**src/rtl/ihp_pkg.sv**
```systemverilog
package ihp_pkg;

    // Default queue depths; the result queue must hold the largest burst of one character.
    localparam int TOKQ_DEPTH = 2;
    localparam int RESQ_DEPTH = 4;
    localparam int MAX_RES    = 3;

    // Parser phases.
    typedef enum logic [2:0] {
        PH_SEEK,
        PH_LINE,
        PH_BETWEEN,
        PH_AFTER_EOF,
        PH_STOP
    } t_phase;

    // Result kinds.
    typedef enum logic [1:0] {
        KIND_DATA,
        KIND_ACCEPT,
        KIND_DONE,
        KIND_ERROR
    } t_kind;

    // Status codes carried by line and text results.
    typedef enum logic [3:0] {
        ST_NONE,
        ST_NO_COLON,
        ST_BAD_HEADER,
        ST_BAD_LENGTH,
        ST_NON_HEX,
        ST_CHECKSUM,
        ST_OVERFLOW,
        ST_BAD_EOF,
        ST_UNSUPPORTED,
        ST_AFTER_EOF,
        ST_TRAILING,
        ST_INCOMPLETE
    } t_status;

    // One classified character as it travels from the front end to the parser.
    typedef struct packed {
        logic [3:0] nibble;
        logic       nonhex;
        logic       colon;
        logic       line_end;
        logic       blank;
        logic       last;
    } t_token;

    // One result item.
    typedef struct packed {
        t_kind       kind;
        t_status     status;
        logic [31:0] address;
        logic [7:0]  data_byte;
        logic [7:0]  record_type;
        logic        run_last;
    } t_result;

    // Burst of results that the parser writes in the same cycle.
    typedef struct packed {
        logic [1:0]                num;
        t_result [MAX_RES-1:0]     res;
    } t_res_write;

    function automatic t_result mk_result(t_kind k, t_status s, logic [31:0] a,
                                          logic [7:0] d, logic [7:0] ty);
        t_result r;
        r.kind        = k;
        r.status      = s;
        r.address     = a;
        r.data_byte   = d;
        r.record_type = ty;
        r.run_last    = 1'b0;
        return r;
    endfunction

endpackage

```
**src/rtl/ihp_front.sv**
```systemverilog
module ihp_front
    import ihp_pkg::*;
#(
    parameter int P_DEPTH = TOKQ_DEPTH
) (
    input  logic       i_clk,
    input  logic       i_rst_n,
    input  logic       i_push,
    input  logic [7:0] i_char,
    input  logic       i_last,
    output logic       o_full,
    output logic       o_tok_valid,
    output t_token     o_tok,
    input  logic       i_tok_take
);

    localparam int PW = (P_DEPTH > 1) ? $clog2(P_DEPTH) : 1;
    localparam int CW = $clog2(P_DEPTH + 1);

    localparam logic [7:0] CH_DIG0  = 8'h30;
    localparam logic [7:0] CH_DIG9  = 8'h39;
    localparam logic [7:0] CH_UP_A  = 8'h41;
    localparam logic [7:0] CH_UP_F  = 8'h46;
    localparam logic [7:0] CH_LOW_A = 8'h61;
    localparam logic [7:0] CH_LOW_F = 8'h66;
    localparam logic [7:0] CH_COLON = 8'h3A;
    localparam logic [7:0] CH_CR    = 8'h0D;
    localparam logic [7:0] CH_LF    = 8'h0A;
    localparam logic [7:0] CH_SPACE = 8'h20;
    localparam logic [7:0] CH_TAB   = 8'h09;
    localparam logic [7:0] OFS_UP   = 8'h37;
    localparam logic [7:0] OFS_LOW  = 8'h57;

    t_token        r_q [P_DEPTH];
    logic [PW-1:0] r_wr_ptr;
    logic [PW-1:0] r_rd_ptr;
    logic [CW-1:0] r_count;
    t_token        tok_in;
    logic          accept;

    // Decode the character into a hex digit and the few classes the parser needs.
    always_comb begin
        logic [7:0] diff;
        diff = 8'd0;
        tok_in.nonhex = 1'b0;
        if (i_char >= CH_DIG0 && i_char <= CH_DIG9) begin
            diff = i_char - CH_DIG0;
        end else if (i_char >= CH_UP_A && i_char <= CH_UP_F) begin
            diff = i_char - OFS_UP;
        end else if (i_char >= CH_LOW_A && i_char <= CH_LOW_F) begin
            diff = i_char - OFS_LOW;
        end else begin
            tok_in.nonhex = 1'b1;
        end
        tok_in.nibble   = diff[3:0];
        tok_in.colon    = (i_char == CH_COLON);
        tok_in.line_end = (i_char == CH_CR) || (i_char == CH_LF);
        tok_in.blank    = (i_char == CH_SPACE) || (i_char == CH_TAB);
        tok_in.last     = i_last;
    end

    assign o_full      = (r_count == CW'(P_DEPTH));
    assign accept      = i_push && !o_full;
    assign o_tok_valid = (r_count != CW'(0));
    assign o_tok       = r_q[r_rd_ptr];

    // Token queue storage.
    always_ff @(posedge i_clk) begin
        if (accept) begin
            r_q[r_wr_ptr] <= tok_in;
        end
    end

    // Token queue pointers and fill level.
    always_ff @(posedge i_clk) begin
        if (!i_rst_n) begin
            r_wr_ptr <= '0;
            r_rd_ptr <= '0;
            r_count  <= '0;
        end else begin
            if (accept) begin
                r_wr_ptr <= (r_wr_ptr == PW'(P_DEPTH - 1)) ? '0 : r_wr_ptr + PW'(1);
            end
            if (i_tok_take) begin
                r_rd_ptr <= (r_rd_ptr == PW'(P_DEPTH - 1)) ? '0 : r_rd_ptr + PW'(1);
            end
            r_count <= r_count + CW'(accept) - CW'(i_tok_take);
        end
    end

endmodule

```
**src/rtl/ihp_back.sv**
```systemverilog
module ihp_back
    import ihp_pkg::*;
(
    input  logic       i_clk,
    input  logic       i_rst_n,
    input  logic       i_tok_valid,
    input  t_token     i_tok,
    output logic       o_tok_take,
    input  logic       i_room,
    output t_res_write o_wr
);

    localparam logic [9:0] MIN_LINE     = 10'd11;
    localparam logic [9:0] LEN_SAT      = 10'd1023;
    localparam logic [9:0] HDR_LAST_POS = 10'd8;
    localparam logic [7:0] REC_DATA     = 8'h00;
    localparam logic [7:0] REC_EOF      = 8'h01;
    localparam logic [7:0] REC_ESA      = 8'h02;
    localparam logic [7:0] REC_SSA      = 8'h03;
    localparam logic [7:0] REC_ELA      = 8'h04;
    localparam logic [7:0] REC_SLA      = 8'h05;

    t_phase      r_phase, n_phase;
    logic [9:0]  r_len, n_len;
    logic [3:0]  r_hi, n_hi;
    logic [7:0]  r_sum, n_sum;
    logic [7:0]  r_count, n_count;
    logic [15:0] r_offset, n_offset;
    logic [7:0]  r_rkind, n_rkind;
    logic [15:0] r_ext, n_ext;
    logic [31:0] r_base, n_base;
    logic [32:0] r_start, n_start;
    logic        r_data_seen, n_data_seen;
    logic        r_eof_seen, n_eof_seen;
    logic        r_hdr_bad, n_hdr_bad;
    logic        r_nonhex, n_nonhex;
    t_result [MAX_RES-1:0] res;
    logic [1:0]  res_num;

    // The parser steps one character whenever the result queue can take a full burst.
    assign o_tok_take = i_tok_valid && i_room;
    assign o_wr.num   = o_tok_take ? res_num : 2'd0;
    assign o_wr.res   = res;

    // State register.
    always_ff @(posedge i_clk) begin
        if (!i_rst_n) begin
            r_phase     <= PH_SEEK;
            r_len       <= '0;
            r_hi        <= '0;
            r_sum       <= '0;
            r_count     <= '0;
            r_offset    <= '0;
            r_rkind     <= '0;
            r_ext       <= '0;
            r_base      <= '0;
            r_data_seen <= 1'b0;
            r_eof_seen  <= 1'b0;
            r_hdr_bad   <= 1'b0;
            r_nonhex    <= 1'b0;
        end else if (o_tok_take) begin
            r_phase     <= n_phase;
            r_len       <= n_len;
            r_hi        <= n_hi;
            r_sum       <= n_sum;
            r_count     <= n_count;
            r_offset    <= n_offset;
            r_rkind     <= n_rkind;
            r_ext       <= n_ext;
            r_base      <= n_base;
            r_data_seen <= n_data_seen;
            r_eof_seen  <= n_eof_seen;
            r_hdr_bad   <= n_hdr_bad;
            r_nonhex    <= n_nonhex;
        end
    end

    // The line start address is data and needs no reset.
    always_ff @(posedge i_clk) begin
        if (o_tok_take) begin
            r_start <= n_start;
        end
    end

    // Next state and result burst for the character at the head of the token queue.
    always_comb begin
        logic [9:0]  p;
        logic [3:0]  dv;
        logic [7:0]  b;
        logic [8:0]  k;
        logic [32:0] last_addr;
        logic [7:0]  ty;
        t_status     st;
        logic [1:0]  cnt;
        logic        do_start;

        n_phase     = r_phase;
        n_len       = r_len;
        n_hi        = r_hi;
        n_sum       = r_sum;
        n_count     = r_count;
        n_offset    = r_offset;
        n_rkind     = r_rkind;
        n_ext       = r_ext;
        n_base      = r_base;
        n_start     = r_start;
        n_data_seen = r_data_seen;
        n_eof_seen  = r_eof_seen;
        n_hdr_bad   = r_hdr_bad;
        n_nonhex    = r_nonhex;
        res         = '0;
        cnt         = 2'd0;
        do_start    = 1'b0;
        p           = r_len;
        dv          = 4'd0;
        b           = 8'd0;
        k           = 9'd0;
        last_addr   = '0;
        ty          = 8'd0;
        st          = ST_NONE;

        case (r_phase)
            PH_SEEK: begin
                do_start = i_tok.colon;
            end
            PH_LINE: begin
                if (!i_tok.line_end) begin
                    // Feed one character of the record line.
                    n_len = (r_len < LEN_SAT) ? r_len + 10'd1 : r_len;
                    dv    = i_tok.nibble;
                    if (i_tok.nonhex) begin
                        if (p <= HDR_LAST_POS) begin
                            n_hdr_bad = 1'b1;
                        end else begin
                            n_nonhex = 1'b1;
                        end
                        dv = 4'd0;
                    end
                    if (p[0]) begin
                        n_hi = dv;
                    end else begin
                        b     = {r_hi, dv};
                        k     = p[9:1] - 9'd1;
                        n_sum = r_sum + b;
                        if (k == 9'd0) begin
                            n_count = b;
                        end else if (k == 9'd1) begin
                            n_offset[15:8] = b;
                        end else if (k == 9'd2) begin
                            n_offset[7:0] = b;
                        end else if (k == 9'd3) begin
                            n_rkind = b;
                            n_start = {1'b0, r_base} + {17'd0, r_offset};
                        end else begin
                            if (k == 9'd4) begin
                                n_ext[15:8] = b;
                            end else if (k == 9'd5) begin
                                n_ext[7:0] = b;
                            end
                            if (({1'b0, k} < 10'd4 + {2'd0, r_count}) &&
                                (r_rkind == REC_DATA) && !n_hdr_bad && !n_nonhex) begin
                                res[cnt] = mk_result(KIND_DATA, ST_NONE,
                                                     r_start[31:0] + {23'd0, k - 9'd4},
                                                     b, 8'd0);
                                cnt = cnt + 2'd1;
                            end
                        end
                    end
                end
            end
            PH_BETWEEN: begin
                if (i_tok.colon) begin
                    do_start = 1'b1;
                end else if (!i_tok.line_end) begin
                    res[cnt] = mk_result(KIND_ERROR, ST_TRAILING, 32'd0, 8'd0, 8'd0);
                    cnt      = cnt + 2'd1;
                    n_phase  = PH_STOP;
                end
            end
            PH_AFTER_EOF: begin
                if (!i_tok.line_end && !i_tok.blank) begin
                    res[cnt] = mk_result(KIND_ERROR, ST_AFTER_EOF, 32'd0, 8'd0, 8'd0);
                    cnt      = cnt + 2'd1;
                    n_phase  = PH_STOP;
                end
            end
            default: begin
            end
        endcase

        // A colon opens a fresh record line.
        if (do_start) begin
            n_phase    = PH_LINE;
            n_len      = 10'd1;
            n_hi       = 4'd0;
            n_sum      = 8'd0;
            n_count    = 8'd0;
            n_offset   = 16'd0;
            n_rkind    = 8'd0;
            n_ext      = 16'd0;
            n_hdr_bad  = 1'b0;
            n_nonhex   = 1'b0;
        end

        // Close the line on a line end or on the final character, first error wins.
        if (n_phase == PH_LINE && (i_tok.line_end || i_tok.last)) begin
            ty        = n_hdr_bad ? 8'd0 : n_rkind;
            last_addr = r_start + {25'd0, n_count};
            if (n_len < MIN_LINE || n_hdr_bad) begin
                st = ST_BAD_HEADER;
            end else if (n_len != MIN_LINE + {1'b0, n_count, 1'b0}) begin
                st = ST_BAD_LENGTH;
            end else if (n_nonhex) begin
                st = ST_NON_HEX;
            end else if (n_sum != 8'd0) begin
                st = ST_CHECKSUM;
            end else if (n_rkind == REC_DATA) begin
                if (last_addr[32]) begin
                    st = ST_OVERFLOW;
                end else if (n_count != 8'd0) begin
                    n_data_seen = 1'b1;
                end
            end else if (n_rkind == REC_EOF) begin
                if (n_count != 8'd0 || n_offset != 16'd0) begin
                    st = ST_BAD_EOF;
                end else begin
                    n_eof_seen = 1'b1;
                end
            end else if ((n_rkind == REC_ESA || n_rkind == REC_ELA) &&
                         n_count == 8'd2 && n_offset == 16'd0) begin
                n_base = (n_rkind == REC_ESA) ? {12'd0, n_ext, 4'd0} : {n_ext, 16'd0};
            end else if ((n_rkind == REC_SSA || n_rkind == REC_SLA) &&
                         n_count == 8'd4 && n_offset == 16'd0) begin
                st = ST_NONE;
            end else begin
                st = ST_UNSUPPORTED;
            end
            if (st != ST_NONE) begin
                res[cnt] = mk_result(KIND_ERROR, st, 32'd0, 8'd0, ty);
                n_phase  = PH_STOP;
            end else begin
                res[cnt] = mk_result(KIND_ACCEPT, ST_NONE, r_start[31:0], 8'd0, ty);
                n_phase  = n_eof_seen ? PH_AFTER_EOF : PH_BETWEEN;
            end
            cnt = cnt + 2'd1;
        end

        // The final character reports the whole text and returns to the reset state.
        if (i_tok.last) begin
            if (n_phase == PH_SEEK) begin
                res[cnt] = mk_result(KIND_ERROR, ST_NO_COLON, 32'd0, 8'd0, 8'd0);
                cnt      = cnt + 2'd1;
            end else if (n_phase != PH_STOP) begin
                if (n_data_seen && n_eof_seen) begin
                    res[cnt] = mk_result(KIND_DONE, ST_NONE, 32'd0, 8'd0, 8'd0);
                end else begin
                    res[cnt] = mk_result(KIND_ERROR, ST_INCOMPLETE, 32'd0, 8'd0, 8'd0);
                end
                cnt = cnt + 2'd1;
            end
            n_phase     = PH_SEEK;
            n_len       = 10'd0;
            n_hi        = 4'd0;
            n_sum       = 8'd0;
            n_count     = 8'd0;
            n_offset    = 16'd0;
            n_rkind     = 8'd0;
            n_ext       = 16'd0;
            n_base      = 32'd0;
            n_data_seen = 1'b0;
            n_eof_seen  = 1'b0;
            n_hdr_bad   = 1'b0;
            n_nonhex    = 1'b0;
        end

        // Mark the last result of this character's burst.
        if (cnt != 2'd0) begin
            res[cnt - 2'd1].run_last = 1'b1;
        end
        res_num = cnt;
    end

endmodule

```
**src/rtl/ihp_resq.sv**
```systemverilog
module ihp_resq
    import ihp_pkg::*;
#(
    parameter int P_DEPTH = RESQ_DEPTH
) (
    input  logic       i_clk,
    input  logic       i_rst_n,
    input  t_res_write i_wr,
    output logic       o_room,
    output logic       o_empty,
    input  logic       i_pop,
    output t_result    o_head
);

    localparam int PW = (P_DEPTH > 1) ? $clog2(P_DEPTH) : 1;
    localparam int CW = $clog2(P_DEPTH + 1);

    t_result       r_mem [P_DEPTH];
    logic [PW-1:0] r_wr_ptr;
    logic [PW-1:0] r_rd_ptr;
    logic [CW-1:0] r_count;
    logic [PW-1:0] wa [MAX_RES + 1];
    logic          pop_ok;

    // Consecutive write slots for a burst, wrapping at the queue depth.
    always_comb begin
        wa[0] = r_wr_ptr;
        for (int i = 1; i <= MAX_RES; i++) begin
            wa[i] = (wa[i-1] == PW'(P_DEPTH - 1)) ? '0 : wa[i-1] + PW'(1);
        end
    end

    assign o_room  = (r_count <= CW'(P_DEPTH - MAX_RES));
    assign o_empty = (r_count == CW'(0));
    assign pop_ok  = i_pop && !o_empty;
    assign o_head  = r_mem[r_rd_ptr];

    // Result storage.
    always_ff @(posedge i_clk) begin
        for (int i = 0; i < MAX_RES; i++) begin
            if (2'(i) < i_wr.num) begin
                r_mem[wa[i]] <= i_wr.res[i];
            end
        end
    end

    // Pointers and fill level.
    always_ff @(posedge i_clk) begin
        if (!i_rst_n) begin
            r_wr_ptr <= '0;
            r_rd_ptr <= '0;
            r_count  <= '0;
        end else begin
            r_wr_ptr <= wa[i_wr.num];
            if (pop_ok) begin
                r_rd_ptr <= (r_rd_ptr == PW'(P_DEPTH - 1)) ? '0 : r_rd_ptr + PW'(1);
            end
            r_count <= r_count + CW'(i_wr.num) - CW'(pop_ok);
        end
    end

endmodule

```
**src/rtl/intel_hex_stream_parser.sv**
```systemverilog
// Channel   Handshake          Payload
// input     push / full        i_char_in, i_end_of_text
// result    empty / pop        o_kind, o_status, o_address, o_data_byte,
//                              o_record_type, o_run_last
//
// One character is taken per cycle while the token queue is not full; its results pass
// through the parser into the result queue, one result popped per cycle while not empty.
// The parser steps one character per cycle whenever the result queue has room for a
// three-result burst, so a character that yields two or three results holds later
// characters in the token queue until the consumer drains them.
// Reset is synchronous and active low; it empties both queues and returns the parser to
// its seeking state.
module intel_hex_stream_parser
    import ihp_pkg::*;
#(
    parameter int P_TOKQ_DEPTH = TOKQ_DEPTH,
    parameter int P_RESQ_DEPTH = RESQ_DEPTH
) (
    input  logic        i_clk,
    input  logic        i_rst_n,
    input  logic        push,
    output logic        full,
    input  logic [7:0]  i_char_in,
    input  logic        i_end_of_text,
    output logic        empty,
    input  logic        pop,
    output logic [1:0]  o_kind,
    output logic [3:0]  o_status,
    output logic [31:0] o_address,
    output logic [7:0]  o_data_byte,
    output logic [7:0]  o_record_type,
    output logic        o_run_last
);

    logic       tok_valid;
    t_token     tok;
    logic       tok_take;
    logic       res_room;
    t_res_write wr;
    t_result    head;

    // Front end: character classification and token queue.
    ihp_front #(
        .P_DEPTH (P_TOKQ_DEPTH)
    ) u_front (
        .i_clk       (i_clk),
        .i_rst_n     (i_rst_n),
        .i_push      (push),
        .i_char      (i_char_in),
        .i_last      (i_end_of_text),
        .o_full      (full),
        .o_tok_valid (tok_valid),
        .o_tok       (tok),
        .i_tok_take  (tok_take)
    );

    // Back end: record parser.
    ihp_back u_back (
        .i_clk       (i_clk),
        .i_rst_n     (i_rst_n),
        .i_tok_valid (tok_valid),
        .i_tok       (tok),
        .o_tok_take  (tok_take),
        .i_room      (res_room),
        .o_wr        (wr)
    );

    // Result queue.
    ihp_resq #(
        .P_DEPTH (P_RESQ_DEPTH)
    ) u_resq (
        .i_clk   (i_clk),
        .i_rst_n (i_rst_n),
        .i_wr    (wr),
        .o_room  (res_room),
        .o_empty (empty),
        .i_pop   (pop),
        .o_head  (head)
    );

    assign o_kind        = head.kind;
    assign o_status      = head.status;
    assign o_address     = head.address;
    assign o_data_byte   = head.data_byte;
    assign o_record_type = head.record_type;
    assign o_run_last    = head.run_last;

`ifndef NO_ASSERTIONS
    // A result can only become visible after the parser wrote a burst.
    a_fill_from_write: assert property (@(posedge i_clk) disable iff (!i_rst_n)
        $fell(empty) |-> $past(wr.num != 2'd0))
        else $error("result queue filled without a parser write");

    // Data results carry no status and no record type.
    a_data_clean: assert property (@(posedge i_clk) disable iff (!i_rst_n)
        (!empty && o_kind == KIND_DATA) |-> (o_status == ST_NONE && o_record_type == 8'd0))
        else $error("data result with status or record type");

    // Error results carry neither address nor data.
    a_error_clean: assert property (@(posedge i_clk) disable iff (!i_rst_n)
        (!empty && o_kind == KIND_ERROR) |-> (o_address == 32'd0 && o_data_byte == 8'd0))
        else $error("error result with address or data");

    // A complete-text result always closes its character's burst.
    a_done_last: assert property (@(posedge i_clk) disable iff (!i_rst_n)
        (!empty && o_kind == KIND_DONE) |-> o_run_last)
        else $error("text complete result not marked last");
`endif

endmodule

```
**config.mk**
```make
export PLATFORM = sky130hd
export DESIGN_NAME = intel_hex_stream_parser
export DESIGN_NICKNAME = d
export VERILOG_FILES = /design/src/rtl/ihp_pkg.sv /design/src/rtl/ihp_front.sv /design/src/rtl/ihp_back.sv /design/src/rtl/ihp_resq.sv /design/src/rtl/intel_hex_stream_parser.sv
export SDC_FILE = /design/constraint.sdc
export NUM_CORES = 1
export LEC_CHECK = 0
export BUFFER_PORTS_ARGS = -buffer_cell sky130_fd_sc_hd__clkbuf_2
export CORE_UTILIZATION = 60
export DETAILED_ROUTE_END_ITERATION = 12
export PLACE_DENSITY = 0.74
export SETUP_SLACK_MARGIN = 0.5
export SLEW_MARGIN = 20
export SYNTH_ARGS = -nofsm -noshare
export SYNTH_HDL_FRONTEND = slang
export SYNTH_SLANG_ARGS = --single-unit
export TNS_END_PERCENT = 30
```
**constraint.sdc**
```tcl
create_clock -name i_clk -period 22.9 [get_ports i_clk]
set_input_delay 1.145 -clock i_clk [delete_from_list [all_inputs] [get_ports i_clk]]
set_output_delay 1.145 -clock i_clk [all_outputs]
set_load 0.02 [all_outputs]
```
Word level (Yosys, flattened, before mapping)
Memories as Yosys holds them, arrays and structs flattened. A register that Yosys moved wholly into a read port is not among the register bits.
Cells that the tools add are included.
- register bits after elaboration: 153
- logic and storage cells: 366
- latch bits: 0
- output and inout port bits: 57
- memory bits (writable): 238
- bits of input ports: 13
- memories: 2
- bits in read-only memories: 0
- memories (name ; words ; bits a word ; read ports ; clocked after Yosys merged registers in ; write ports ; RTL line ; source):
    u_resq.r_mem ; 4 ; 55 ; 1 ; 1 ; 2 ; ihp_resq.sv:18 ; t_result r_mem [P_DEPTH];
    u_front.r_q ; 2 ; 9 ; 1 ; 1 ; 1 ; ihp_front.sv:34 ; t_token r_q [P_DEPTH];
- multiply operators: 0
- shifts and indexed selects: 0
- eq/ne operators: 35
- divide/modulo/power cells: 0
- bitwise gates (word level): 15
- reductions and logical operators: 53
- multiplexer cells: 195
- add/sub/neg operators: 25
- order comparisons: 21
- operators with widths (operator ; number):
    165-bit two-way mux ; 7
    55-bit two-way mux ; 12
    165-bit bitwise mux ; 3
    55-bit demux with 2-bit select ; 3
    32-bit two-way mux ; 10
    16-bit two-way mux ; 15
    8-bit two-way mux ; 27
    55-bit one-hot mux with 3 select lines ; 1
    162-bit bitwise AND ; 1
    162-bit NOT ; 1
    156-bit bitwise AND ; 1
    156-bit NOT ; 1
    150-bit bitwise AND ; 1
    150-bit NOT ; 1
    4-bit two-way mux ; 20
    1-bit two-way mux ; 57
    55-bit OR reduction ; 1
    10-bit two-way mux ; 5
    49-bit two-way mux ; 1
    2-bit two-way mux ; 21
    32-bit by 16-bit adder with 33-bit output ; 1
    33-bit by 8-bit adder with 33-bit output ; 1
    32-bit by 9-bit adder with 32-bit output ; 1
    3-bit two-way mux ; 9
    other kinds (67) ; 143

Depth between registers and ports, before layout
- word-level depth: 39
- gate-level depth with buffers: 31
- gate-level depth less buffers: 26

By module
From an unflattened synthesis, not the netlist that was laid out.
- cells, all modules: 2677
- area, all modules: 25963.7 um^2
- by module, submodules not included (module ; sequential area each (um^2) ; area each (um^2) ; cells an instance ; times used):
    ihp_resq ; 6786.5 ; 13322.8 ; 1095 ; 1
    ihp_back ; 3093.0 ; 11506.0 ; 1494 ; 1
    ihp_front ; 640.6 ; 1134.8 ; 88 ; 1

Least setup slack after synthesis
OpenSTA, ideal clock, no wires.
- path kind: reg-to-reg
- from: register u_back.r_len[1]
- to: memory u_resq.r_mem[2][0] (netlist bit), enable pin
- path buffers: 3
- clock period less this slack: 10110 ps
- cell stages (with the launch flop): 28
- required time: 22356 ps
- setup time: 544 ps
- setup slack: 12790 ps
- data arrival time: 9567 ps
- path through: dfxtp_1 inv_1 ha_1 buf_2 xor2_1 inv_1 ha_1 nor4b_1 and3_1 clkbuf_2 o211a_4 buf_8 mux2_2 and2_1 ha_1 a21o_1 a21o_1 a211oi_1 or4_1 or4_1 nand4_1 nand3_1 o211a_4 a41o_2 nand2_4 mux2_4 mux2i_1 o21ai_0
- RTL lines (item ; RTL line ; source):
    start, declared ; ihp_back.sv:24 ; logic [9:0] r_len, n_len;
    start signal, assigned ; ihp_back.sv:63 ; r_len <= n_len;
    end, declared ; ihp_resq.sv:18 ;

==> impl_metrics.json <==
{
  "worst_setup_path_start_kind": "flop",
  "area_growth_syn_to_layout_pct": 8.76,
  "clock-sinks": 390,
  "seq_area_sq_mm": 0.0105,
  "hold_class": "flop to flop",
  "worstMarginPinSlew_ns": 1.15,
  "clock_latency_ns": 0.57,
  "drt_wl_total_um": 63600,
  "cts_root_buf": "clkbuf_16",
  "rows": 71,
  "hold_viol_final": 0,
  "final_common_cell": "edfxtp_1",
  "synth_area_sq_mm": 0.0229,
  "cts-buffers-inserted": 42,
  "setup_violations": 0,
  "postSynthCellCount": 2323,
  "tns_ns": 0,
  "layout_common_cells": "271 x edfxtp_1, 255 x nor2_1, 201 x nand3_1, 179 x nand2_1, 167 x o21ai_0",
  "ys_seq_area_frac": 0.459,
  "n_fill_cell": 3017,
  "status": "complete, no violations",
  "insertedDiodeCount": 0,
  "fin_crit_sh": 0.371,
  "ios": 70,
  "critical_path.most_common_cell": "ha_1",
  "slowest_stage": "o21ai_4",
  "hpwl_um": 43300,
  "vias": 18700,
  "clock_path_buffers": 3,
  "synthFlopType": "edfxtp_1",
  "power_leakage_nw": 8.73,
  "syn_nets": 2416,
  "die_h_um": 198,
  "grt_usage": 0.329,
  "multiInputGateArea_sq_mm": 0.0116,
  "cp-end-kind": "flop",
  "first_global_vias": 17700,
  "ys_warn_count": 0,
  "critPathRequiredTime_ns": 23.12,
  "ys_types": 104,
  "finClkSkew_ns": 0.0112,
  "htree_levels": 2,
  "cp_num_buf_inv": 3,
  "min_period_ns": 8.50,
  "grt_pass1_wl_um": 99100,
  "crit_path_max_fanout": 29,
  "power_density_mw_per_mm2": 93.5,
  "worst_slew_margin_rel": 0.227,
  "clkTransAtPathRegs_ns": 0.06,
  "vdd.ir_drop.worst_v": 0.000103,
  "start_util": 0.609,
  "post_cts_buffers": 0,
  "vias_per_cell": 6.57,
  "synth-edff-count": 271,
  "dieArea_sq_mm": 0.0390,
  "drc_errors": 0,
  "cts_tree": "done",
  "grt_overflow": 0,
  "synth-seq-cells": 390,
  "critPathArrivalTime_ns": 8.72,
  "core-area_sq_mm": 0.0377,
  "cp_slowest_stage_delay_ns": 0.93,
  "wl_per_cell_um": 22.4,
  "cts_hold_buf": 0,
  "critPathKind": "flop to flop",
  "post_cts_resized": 0,
  "fmax_mhz": 118,
  "slew_viol_final": 0,
  "place.gp.congestion": 0.938,
  "rsz0062_at_grt": "no",
  "avgSynthCellArea_sq_um": 9.87,
  "max-cap-violations": 0,
  "die_width_um": 198,
  "dr.pass1.iters": 6,
  "p_total_mw": 2.33,
  "antenna_found_initial": 0,
  "synthArstFlopShare": 0,
  "crit_family": "simple AND/OR/NAND/NOR gates",
  "grt_start_max_net_pins": 105,
  "drt-initial-drc-count": 1867,
  "antenna_left": 0,
  "nNetsFinal": 2389,
  "drive_above_1_share": 0.129,
  "io_buffers": 69
}
final timing paths:
| kind | startpoint | endpoint | slack, ns | cells past startpoint |
|---|---|---|---|---|
| min reg2reg | u_back.r_ext[9]$_SDFFE_PN0P_ | u_back.r_ext[9]$_SDFFE_PN0P_ | 0.46 | 2 |
| max reg2reg | u_back.r_len[1]$_SDFFE_PN0P_ | u_resq.r_mem[3][25]$_DFFE_PP_ | 14.40 | 25 |
| max | u_back.r_len[1]$_SDFFE_PN0P_ | u_resq.r_mem[3][25]$_DFFE_PP_ | 14.40 | 25 |
| min | u_back.r_ext[9]$_SDFFE_PN0P_ | u_back.r_ext[9]$_SDFFE_PN0P_ | 0.46 | 2 |
worst register-to-register path: cells and delay by family, from the launching register on:
kind	cells	cell delay (ns)
mux	3	0.97
compound gates	7	2.17
fa+ha+maj	3	0.87
buf+inv	3	0.91
simple gates	8	2.45
xor+xnor	1	0.22
flops	1	0.51
final cells by class:
type	count	share of cell area
clock inverters	16	0.00707
flip-flops and latches	390	0.422
inverters	65	0.00978
well taps	511	0.0256
clock buffers	62	0.0485
repair buffers	98	0.0227
multi-input cells	1699	0.464
power by group:
part           switching [mW]  internal (mW)  leakage (nW)
logic                   0.515          0.224          4.72
registers              0.0398          0.861          3.34
clock network           0.281          0.411         0.675
sequential cells by signal (all words and copies together), names as in the netlist, 3 cells and up, named ones only:
signal / cells
u_resq.r_count: 3
u_back.r_start: 33
u_back.r_phase: 3
u_back.r_rkind: 8
u_resq.r_mem: 220
u_back.r_sum: 8
u_back.r_offset: 16
u_back.r_len: 10
u_back.r_count: 8
u_back.r_base: 28
u_back.r_hi: 4
u_front.r_q: 18
u_back.r_ext: 16
logic make-up (layout without fill, tap and decap cells):
| group | Yosys count | count (layout) | share of synthesized area |
|---|---|---|---|
| XOR/XNOR | 65 | 65 | 0.0248 |
| AO/OA/AOI/OAI | 535 | 535 | 0.152 |
| adder cells (fa/ha/maj) | 80 | 80 | 0.0450 |
| multiplexers | 139 | 139 | 0.0929 |
| flip-flops | 390 | 390 | 0.459 |
| buffers and inverters | 234 | 241 | 0.0417 |
| AND/OR/NAND/NOR | 880 | 880 | 0.185 |
metrics by stage:
stage	setup slack [ns]	utilization	area, sq um	hold WS [ns]	instances
floorplan	12.79	-	22900	0.431	2323
global placement	14.82	0.625	23500	0.441	2762
detailed placement	14.55	0.625	23500	0.449	2762
CTS	14.53	0.662	24900	0.458	2840
global route	13.93	0.662	24900	0.472	2841
finish	14.40	0.662	24900	0.457	2841
layer usage:
| metal | vias up | GRT usage | wire length (um) |
|---|---|---|---|
| met1 | 9027 | 0.431 | 25600 |
| met3 | 137 | 0.0558 | 5420 |
| li1 | 8591 | - | - |
| met5 | - | 0 | 0 |
| met2 | 898 | 0.546 | 30600 |
| met4 | 0 | 0.128 | 2010 |
synth_stat cells, types with 6 or more instances:
| cell type | instances | area [sq um] |
|---|---|---|
| buf_1 | 15 | 56.3 |
| or3_1 | 16 | 100 |
| nor2_1 | 256 | 961 |
| or4_1 | 12 | 90.1 |
| inv_1 | 62 | 233 |
| xor2_1 | 20 | 175 |
| or2_2 | 7 | 43.8 |
| mux4_2 | 55 | 1240 |
| nand2_1 | 179 | 672 |
| a21boi_0 | 11 | 82.6 |
| nor4_1 | 14 | 87.6 |
| mux2i_1 | 48 | 480 |
| nand2b_1 | 15 | 93.8 |
| nor3_1 | 55 | 275 |
| a211oi_1 | 9 | 67.6 |
| o22ai_1 | 6 | 37.5 |
| a21oi_1 | 100 | 500 |
| o211ai_1 | 16 | 120 |
| a22oi_1 | 55 | 413 |
| nor3b_1 | 7 | 52.6 |
| mux2_2 | 34 | 383 |
| o21a_1 | 19 | 143 |
| dfxtp_1 | 119 | 2380 |
| nand4_1 | 24 | 150 |
| a31oi_1 | 16 | 100 |
| ha_1 | 76 | 951 |
| o21ai_1 | 11 | 55.1 |
| xnor2_1 | 45 | 394 |
| edfxtp_1 | 271 | 8140 |
| o21ai_0 | 169 | 846 |
| buf_2 | 46 | 230 |
| o31ai_1 | 30 | 225 |
| nand3_1 | 201 | 1010 |
| clkbuf_1 | 104 | 390 |
| nor2b_1 | 14 | 87.6 |
| and2_1 | 14 | 87.6 |
| a21o_1 | 23 | 173 |
| and3_1 | 32 | 200 |
No activity file was read; power rests on OpenSTA's default activity.
